$ cat src/rtl/scbs_pkg.sv
// ----------------------------------------------------------------------------
// scbs_pkg: shared types and constants for the clipped blit span generator
// Screen geometry, strip limits, register indexes and the command/clip
// structs passed between the clipper and the span sequencer.
// ----------------------------------------------------------------------------
package scbs_pkg;

  localparam int SCREEN_WIDTH   = 320;
  localparam int SCREEN_HEIGHT  = 240;
  localparam int MAX_STRIP_ROWS = 32;
  localparam int RESULT_LIMIT   = 32;

  // Rows actually walked per strip.
  localparam int ROW_CAP = (MAX_STRIP_ROWS < RESULT_LIMIT) ? MAX_STRIP_ROWS : RESULT_LIMIT;
  localparam int RelW    = (ROW_CAP > 1) ? $clog2(ROW_CAP) : 1;

  // Configuration register indexes.
  localparam logic REG_STRIP_TOP  = 1'b0;
  localparam logic REG_STRIP_ROWS = 1'b1;

  typedef enum logic {
    OP_FILL   = 1'b0,
    OP_SPRITE = 1'b1
  } opcode_e;

  typedef struct packed {
    opcode_e            opcode;
    logic signed [10:0] pos_x;
    logic signed [10:0] pos_y;
    logic signed [10:0] size_w;
    logic signed [10:0] size_h;
    logic [15:0]        fill_color;
  } cmd_t;

  // Horizontally clipped command with its vertical extent, before the strip.
  typedef struct packed {
    logic               sprite;
    logic               vis;
    logic [9:0]         col0;
    logic [8:0]         count;
    logic [10:0]        sx;
    logic [9:0]         w;
    logic signed [12:0] y0;
    logic signed [12:0] yend;
    logic [15:0]        color;
  } clip_t;

endpackage

$ cat src/rtl/scbs_clip.sv
// ----------------------------------------------------------------------------
// scbs_clip: screen clipper
// Clips one draw command against the screen edges. A fill clips on every
// edge; a sprite only on left and right and keeps its source column.
// ----------------------------------------------------------------------------
module scbs_clip (
  input  scbs_pkg::cmd_t  cmd_i,
  output scbs_pkg::clip_t clip_o
);
  import scbs_pkg::*;

  localparam logic signed [12:0] ScrW = 13'(SCREEN_WIDTH);
  localparam logic signed [12:0] ScrH = 13'(SCREEN_HEIGHT);
  localparam logic signed [12:0] Zero = '0;

  logic signed [12:0] xs, ys, ws, hs;
  logic signed [12:0] x1, w1, y1, h1, wc, hc;
  logic signed [12:0] sx, ex, scount;
  logic               sprite, fvis, svis;

  always_comb begin
    xs = {{2{cmd_i.pos_x[10]}}, cmd_i.pos_x};
    ys = {{2{cmd_i.pos_y[10]}}, cmd_i.pos_y};
    ws = {{2{cmd_i.size_w[10]}}, cmd_i.size_w};
    hs = {{2{cmd_i.size_h[10]}}, cmd_i.size_h};
    sprite = (cmd_i.opcode == OP_SPRITE);

    // fill: pull left/top edges onto the screen, then trim right/bottom
    x1 = (xs < Zero) ? Zero : xs;
    w1 = (xs < Zero) ? ws + xs : ws;
    y1 = (ys < Zero) ? Zero : ys;
    h1 = (ys < Zero) ? hs + ys : hs;
    wc = (x1 + w1 > ScrW) ? ScrW - x1 : w1;
    hc = (y1 + h1 > ScrH) ? ScrH - y1 : h1;
    fvis = (wc > Zero) && (hc > Zero);

    // sprite: skip hidden source columns on the left, trim at the right edge
    sx     = (xs < Zero) ? -xs : Zero;
    ex     = (xs + ws > ScrW) ? ScrW - xs : ws;
    svis   = (xs < ScrW) && (ex > sx);
    scount = ex - sx;

    clip_o.sprite = sprite;
    clip_o.vis    = sprite ? svis : fvis;
    clip_o.col0   = x1[9:0];
    clip_o.count  = sprite ? scount[8:0] : wc[8:0];
    clip_o.sx     = sprite ? sx[10:0] : 11'd0;
    clip_o.w      = ws[9:0];
    clip_o.y0     = sprite ? ys : y1;
    clip_o.yend   = sprite ? ys + hs : y1 + hc;
    clip_o.color  = sprite ? 16'd0 : cmd_i.fill_color;
  end

endmodule

$ cat src/rtl/scbs_span_gen.sv
// ----------------------------------------------------------------------------
// scbs_span_gen: span sequencer
// Intersects the clipped rows with the strip, seeds the first span with two
// multiplies, then walks the rows with stepping adders, one span a beat.
// ----------------------------------------------------------------------------
module scbs_span_gen (
  input  logic             clk_i,
  input  logic             rst_ni,
  input  logic             start_i,
  input  scbs_pkg::clip_t  clip_i,
  input  logic [9:0]       strip_top_i,
  input  logic [5:0]       strip_rows_i,
  output logic             idle_o,
  output logic             out_valid_o,
  input  logic             out_ready_i,
  output logic [13:0]      dest_index_o,
  output logic [19:0]      src_offset_o,
  output logic [8:0]       pixel_count_o,
  output logic [15:0]      span_color_o,
  output logic             is_last_o
);
  import scbs_pkg::*;

  localparam logic [2:0] S_IDLE  = 3'd0;
  localparam logic [2:0] S_RANGE = 3'd1;
  localparam logic [2:0] S_MUL   = 3'd2;
  localparam logic [2:0] S_LOAD  = 3'd3;
  localparam logic [2:0] S_EMIT  = 3'd4;

  logic [2:0]         state_q, state_d;
  logic signed [12:0] row_q, row_d, end_q, end_d;
  logic [21:0]        prod_q, prod_d;
  logic [RelW-1:0]    rel_q, rel_d;
  logic [13:0]        dest_q, dest_d;
  logic [19:0]        src_q, src_d;
  logic               last_q, last_d;

  logic [6:0]         rows_cap;
  logic signed [12:0] top_s, strip_lim, rs, re, row_nx, rel_full;
  logic [11:0]        ydiff;

  always_comb begin
    rows_cap  = ({1'b0, strip_rows_i} > 7'(ROW_CAP)) ? 7'(ROW_CAP) : {1'b0, strip_rows_i};
    top_s     = {3'b000, strip_top_i};
    strip_lim = top_s + {6'd0, rows_cap};
    rs        = (clip_i.y0 > top_s) ? clip_i.y0 : top_s;
    re        = (clip_i.yend < strip_lim) ? clip_i.yend : strip_lim;
    row_nx    = row_q + 13'sd1;
    rel_full  = row_q - top_s;
    ydiff     = 12'(row_q - clip_i.y0);
  end

  always_comb begin
    state_d = state_q;
    row_d   = row_q;
    end_d   = end_q;
    prod_d  = prod_q;
    rel_d   = rel_q;
    dest_d  = dest_q;
    src_d   = src_q;
    last_d  = last_q;
    unique case (state_q)
      S_IDLE: begin
        if (start_i) state_d = S_RANGE;
      end
      S_RANGE: begin
        row_d = rs;
        end_d = re;
        // drop commands that miss the screen or the strip
        if (!clip_i.vis || rs >= re) state_d = S_IDLE;
        else                         state_d = S_MUL;
      end
      S_MUL: begin
        prod_d  = 22'(ydiff) * 22'(clip_i.w);
        rel_d   = rel_full[RelW-1:0];
        state_d = S_LOAD;
      end
      S_LOAD: begin
        src_d   = prod_q[19:0] + 20'(clip_i.sx);
        dest_d  = 14'(rel_q) * 14'(SCREEN_WIDTH) + 14'(clip_i.col0);
        last_d  = (row_nx == end_q);
        state_d = S_EMIT;
      end
      S_EMIT: begin
        if (out_ready_i) begin
          if (last_q) begin
            state_d = S_IDLE;
          end else begin
            // advance one row
            row_d  = row_nx;
            dest_d = dest_q + 14'(SCREEN_WIDTH);
            src_d  = src_q + 20'(clip_i.w);
            last_d = (row_nx + 13'sd1 == end_q);
          end
        end
      end
      default: state_d = S_IDLE;
    endcase
  end

  always_ff @(posedge clk_i or negedge rst_ni) begin
    if (!rst_ni) begin
      state_q <= S_IDLE;
    end else begin
      state_q <= state_d;
    end
  end

  always_ff @(posedge clk_i) begin
    row_q  <= row_d;
    end_q  <= end_d;
    prod_q <= prod_d;
    rel_q  <= rel_d;
    dest_q <= dest_d;
    src_q  <= src_d;
    last_q <= last_d;
  end

  assign idle_o        = (state_q == S_IDLE);
  assign out_valid_o   = (state_q == S_EMIT);
  assign dest_index_o  = dest_q;
  assign src_offset_o  = clip_i.sprite ? src_q : 20'd0;
  assign pixel_count_o = clip_i.count;
  assign span_color_o  = clip_i.color;
  assign is_last_o     = last_q;

endmodule

$ cat src/rtl/strip_clipped_blit_spans_top.sv
// ----------------------------------------------------------------------------
// strip_clipped_blit_spans_top: clipped rectangle blit span generator
// Turns fill and sprite draw commands into per-row spans of a strip buffer.
// ----------------------------------------------------------------------------
// Usage:
//   Input channel (in_valid_i/in_ready_o) takes one draw command per beat.
//   Output channel (out_valid_o/out_ready_i) gives one span per visible row,
//   top to bottom, is_last_o set on the final span of the command.
//   A command that is clipped away entirely gives no span.
//   Config port: cfg_we_i writes cfg_data_i to register cfg_idx_i
//   (0 strip_top, 1 strip_rows) at the clock edge; write only while idle.
// Timing:
//   A command passes the command and clip registers and the sequencer
//   states S_RANGE, S_MUL and S_LOAD before its first span is shown;
//   the span sequencer then walks the rows with stepping adders, one span
//   per cycle while out_ready_i is high. A fully clipped command returns
//   it to idle; in_ready_o stays low until the last span beat is taken.
// Reset clears both config registers (nothing drawn) and all sequencing.
// A stalled receiver holds the current span; the row walk waits with it.
// ----------------------------------------------------------------------------
module strip_clipped_blit_spans_top (
  input  logic               clk_i,
  input  logic               rst_ni,
  input  logic               cfg_we_i,
  input  logic               cfg_idx_i,
  input  logic [9:0]         cfg_data_i,
  input  logic               in_valid_i,
  output logic               in_ready_o,
  input  logic               opcode_i,
  input  logic signed [10:0] pos_x_i,
  input  logic signed [10:0] pos_y_i,
  input  logic signed [10:0] size_w_i,
  input  logic signed [10:0] size_h_i,
  input  logic [15:0]        fill_color_i,
  output logic               out_valid_o,
  input  logic               out_ready_i,
  output logic [13:0]        dest_index_o,
  output logic [19:0]        src_offset_o,
  output logic [8:0]         pixel_count_o,
  output logic [15:0]        span_color_o,
  output logic               is_last_o
);
  import scbs_pkg::*;

  logic [9:0] strip_top_q;
  logic [5:0] strip_rows_q;
  cmd_t       cmd_q;
  logic       cmd_v_q;
  clip_t      clip_d, clip_q;
  logic       clip_v_q;
  logic       gen_idle;
  logic       in_fire;

  assign in_ready_o = !cmd_v_q && !clip_v_q && gen_idle;
  assign in_fire    = in_valid_i && in_ready_o;

  always_ff @(posedge clk_i or negedge rst_ni) begin
    if (!rst_ni) begin
      strip_top_q  <= '0;
      strip_rows_q <= '0;
    end else if (cfg_we_i) begin
      unique case (cfg_idx_i)
        REG_STRIP_TOP:  strip_top_q  <= cfg_data_i;
        REG_STRIP_ROWS: strip_rows_q <= cfg_data_i[5:0];
        default: ;
      endcase
    end
  end

  always_ff @(posedge clk_i or negedge rst_ni) begin
    if (!rst_ni) begin
      cmd_v_q  <= 1'b0;
      clip_v_q <= 1'b0;
    end else begin
      cmd_v_q  <= in_fire;
      clip_v_q <= cmd_v_q;
    end
  end

  always_ff @(posedge clk_i) begin
    if (in_fire) begin
      cmd_q.opcode     <= opcode_e'(opcode_i);
      cmd_q.pos_x      <= pos_x_i;
      cmd_q.pos_y      <= pos_y_i;
      cmd_q.size_w     <= size_w_i;
      cmd_q.size_h     <= size_h_i;
      cmd_q.fill_color <= fill_color_i;
    end
    if (cmd_v_q) clip_q <= clip_d;
  end

  scbs_clip u_clip (
    .cmd_i  (cmd_q),
    .clip_o (clip_d)
  );

  scbs_span_gen u_span_gen (
    .clk_i         (clk_i),
    .rst_ni        (rst_ni),
    .start_i       (clip_v_q),
    .clip_i        (clip_q),
    .strip_top_i   (strip_top_q),
    .strip_rows_i  (strip_rows_q),
    .idle_o        (gen_idle),
    .out_valid_o   (out_valid_o),
    .out_ready_i   (out_ready_i),
    .dest_index_o  (dest_index_o),
    .src_offset_o  (src_offset_o),
    .pixel_count_o (pixel_count_o),
    .span_color_o  (span_color_o),
    .is_last_o     (is_last_o)
  );

endmodule
$ cat config.mk
export PLATFORM = sky130hd
export DESIGN_NAME = strip_clipped_blit_spans_top
export DESIGN_NICKNAME = d
export VERILOG_FILES = /design/src/rtl/scbs_pkg.sv /design/src/rtl/scbs_clip.sv /design/src/rtl/scbs_span_gen.sv /design/src/rtl/strip_clipped_blit_spans_top.sv
export SDC_FILE = /design/constraint.sdc
export NUM_CORES = 1
export LEC_CHECK = 0
export BUFFER_PORTS_ARGS = -buffer_cell sky130_fd_sc_hd__buf_2
export CAP_MARGIN = 15
export CELL_PAD_IN_SITES_DETAIL_PLACEMENT = 1
export CELL_PAD_IN_SITES_GLOBAL_PLACEMENT = 1
export CORE_AREA = 2 2 241 302
export CTS_CLUSTER_DIAMETER = 200
export DETAILED_ROUTE_END_ITERATION = 8
export DIE_AREA = 0 0 243 304
export HOLD_SLACK_MARGIN = 0.06
export PLACE_DENSITY_LB_ADDON = 0.1
export RECOVER_POWER = 50
export SLEW_MARGIN = 20
export SYNTH_ARGS = -nofsm -noshare
export SYNTH_HDL_FRONTEND = slang
export SYNTH_SLANG_ARGS = --single-unit
$ cat constraint.sdc
create_clock -name clk_i -period 7.5 [get_ports clk_i]
set_input_delay 1.125 -clock clk_i [delete_from_list [all_inputs] [get_ports clk_i]]
set_output_delay 1.125 -clock clk_i [all_outputs]
set_load 0.005 [all_outputs]
==> key figures <==
STA
  • RSZ-0062 raised after global routing: no
  • Rel. slew slack: -140.7%
  • Minimum clock period: approximately 7.0 ns
  • Max Slew Vio Count: 184
  • Final TNS setup: 0 ns
  • Fmax: 142.9 MHz
  • Clk_skew: 0.02937 ns
  • Worst-Margin Slew: 3.610 ns
  • Final Hold Vio Count: 0
  • Final setup viols: 0
  • Fin crit share: 93.30%

Worst setup path
  • Required @ worst endpoint: about 8 ns
  • Nature of the critical path startpoint: flip-flop
  • Critical Path AT: 7.48 ns
  • Max stage delay on crit path: around 0.52 ns
  • CP most frequent cell: ha_1
  • CP max-delay cell: or4_4
  • R2R depth: 29
  • CP Max Fanout: 4
  • Kind of critical path: reg -> reg
  • Worst setup EP type: flip-flop

Detailed routing
  • Routed WL per cell: 19.95 um
  • Initial drt markers: 492
  • Vias per inst: 4.864
  • # DRC: 0
  • WL final: 65000 um
  • DR vias: 15850
  • Drt pass-1 iters: 4
  • Routed Antenna Nets: 0

Synth
  • Post-Synthesis Cell Area: 21130 sq um
  • Synthesis Warnings: 0
  • Synth top area share: 32.55%
  • Synth Area in Simple Gates: 15.77%
  • Seq cells post-synth: 250
  • Post-synth EDFFs: 229
  • Avg Cell Area, Syn: 9.808 sq um
  • Synth Area in XOR/XNOR: 7.048%
  • Top_reg_cell synth: edfxtp_1
  • Mux contribution to synthesized area: roughly 3.3%
  • Synth area leaders: edfxtp_1 33%, ha_1 12%, fa_1 8.5%
  • Post-synthesis cell type count: 80
  • Seq/Total Area, Yosys: 35.04%
  • Cell taking the most area after synthesis: edfxtp_1
  • Compound-gate portion of the synthesized area: roughly an eighth
  • Synth Instances: 2154
  • Largest family of logic cells by synthesized area: adder cells
  • Async set-reset flop share out of synthesis: under 10%
  • Adder-cell area share of the yosys netlist: 20.66%

Finish
  • # nets final: ~2700
  • Final Cell Area: 23950 sq um
  • Commonest non-fill, non-tap cell in the layout: edfxtp_1
  • Layout cells sized above 1: 11.58%
  • Area Overhead vs Synth: 13.34%
  • Final core occ: 33.59%
  • Most frequent cells in the layout: 229 x edfxtp_1, 207 x inv_1, 204 x ha_1, 192 x nand2_1, 156 x nor2_1
  • Final std cells w/o fill: approximately 3300

Clocking
  • Hold Buf Count CTS: 0
  • Clock Latency Late Sink: 0.62 ns
  • Count of clock tree sinks: 250
  • CTS buffer count: 30
  • H-tree Lvls: 1
  • CTS Buffer Depth: 3
  • Clock slew at reported path FFs: about 0.070 ns
  • CTS tree: built
  • Root Driver: clkbuf_16

Worst hold path
  • Min-Delay Path Class: reg -> reg
  • Hold path depth: 1

Global routing
  • Gr usage total: 17.59%
  • Initial antenna violation count: 2
  • Largest net degree at the start of global routing: 63
  • Vias in the first global route: 17460
  • First-pass GRT wire length: 101500 um
  • Grt ovf: 0

Floorplanning
  • Die X: 243 um
  • Starting density of the core: roughly 30%
  • Die ar.: 73870 sq um
  • Row count: 110
  • # IOs: 139
  • Core area: between 70000 and 80000 sq um
  • Die Y: just over 300 um

Placed design
  • IO buf count: 138
  • Final GP Congestion: ~0.82
  • Detail Placement HPWL: 52390 um
  • Cells after DPL: 3200
  • Placed cell areas: 22860 sq um

Run status
  • Failing checks: capacitance limit, slew limit
  • Status: finished, violations left

Run
  • Max-cap violations: 4
## path summary, 6_finish.rpt
| check | start | endpoint | slack, ns |
|---|---|---|---|
| min in group asynchronous | rst_ni | cmd_v_q | 0.75 |
| worst max-delay path | cmd_q[16] | clip_q[27] | 0.50 |
| worst min register to register | clip_v_q | u_span_gen.state_q[0] | 0.48 |
| worst min-delay path | clip_v_q | u_span_gen.state_q[0] | 0.48 |
| worst max register to register | cmd_q[16] | clip_q[27] | 0.50 |
| max in group asynchronous | rst_ni | strip_top_q[6] | 6.05 |
## timing repair
item / in CTS / in global routing
gates resized for setup: 0 / 12
setup endpoints to repair: 0 / 8
buffers inserted: 0 / 2
## cell type report
| cell class | instances | area, sq um |
|---|---|---|
| Fill cell | 8181 | 47350 |
| Multi-Input combinational cell | 1624 | 12620 |
| Sequential cell | 250 | 7402 |
| Tap cell | 952 | 1191 |
| Timing Repair Buffer | 168 | 883.3 |
| Clock buffer | 33 | 783.3 |
| Inverter | 208 | 780.7 |
| Clock inverter | 23 | 280.3 |
| Antenna cell | 1 | 2.502 |
## worst max-delay path: cells and delay by family (launching register included)
family | cells | cell delay [ns]
AO/OA/AOI/OAI | 14 | 2.85
flip-flops | 1 | 0.43
AND/OR/NAND/NOR | 7 | 1.38
multiplexers | 2 | 0.60
buffers and inverters | 2 | 0.29
adder cells (fa/ha/maj) | 4 | 1.33
## kinds of logic after synthesis
family | count (synthesis)
simple gates | 675
fa+ha+maj | 295
buf+inv | 283
mux | 66
compound gates | 413
flops | 250
other cells | 2
xor+xnor | 170
## metrics by stage
| stage | hold slack [ns] | setup WS, ns |
|---|---|---|
| finish | 0.4831 | 0.5026 |
| global route | 0.5238 | 0.06965 |
| CTS | 0.4617 | 0.06916 |
| detailed placement | 0.4745 | 0.06054 |
| global placement | 0.4629 | 0.3584 |
| floorplan | 0.4521 | 0.8713 |
## metal layers
layer  up-vias  global-route usage [%]  share of wire [%]
met1      7848                   20.67                 42
met2       156                   33.55                 53
met4         2                   4.851                2.5
li1       7776                       -                  -
met3        70                   1.790                2.4
met5         -                       0              0.020
## synth_stat cells, types with 6 or more instances
master	count
inv_1	207
and3_1	23
mux2i_1	38
mux2_2	28
a21oi_1	107
nor2_1	156
edfxtp_1	229
or3_1	18
xnor2_1	97
clkbuf_1	44
nand3_1	27
a21boi_0	11
nor4_1	6
or4_1	7
and2_1	93
o21ai_0	99
nand2_1	192
ha_1	204
a211oi_1	18
nand2b_1	16
o211ai_1	16
nand4_1	18
fa_1	90
dfrtp_1	21
o21bai_1	17
o31ai_1	10
nand3b_1	6
a21o_1	45
a31oi_1	13
xor2_1	73
o21a_1	20
nor2b_1	56
nor3_1	35
buf_4	26
## state kept, by name, indices dropped and copies added (netlist names)
signal and count:
clip_q 82, cmd_q 61, u_span_gen.prod_q 20, u_span_gen.src_q 20
u_span_gen.dest_index_o 14, u_span_gen.end_q 13, u_span_gen.row_q 13, strip_top_q 10
strip_rows_q 6, u_span_gen.rel_q 5, u_span_gen.state_q 3, clip_v_q 1
cmd_v_q 1, u_span_gen.is_last_o 1
Power is not shown: default switching activity piles up to over one toggle a cycle in this logic, so the estimate is an artifact.
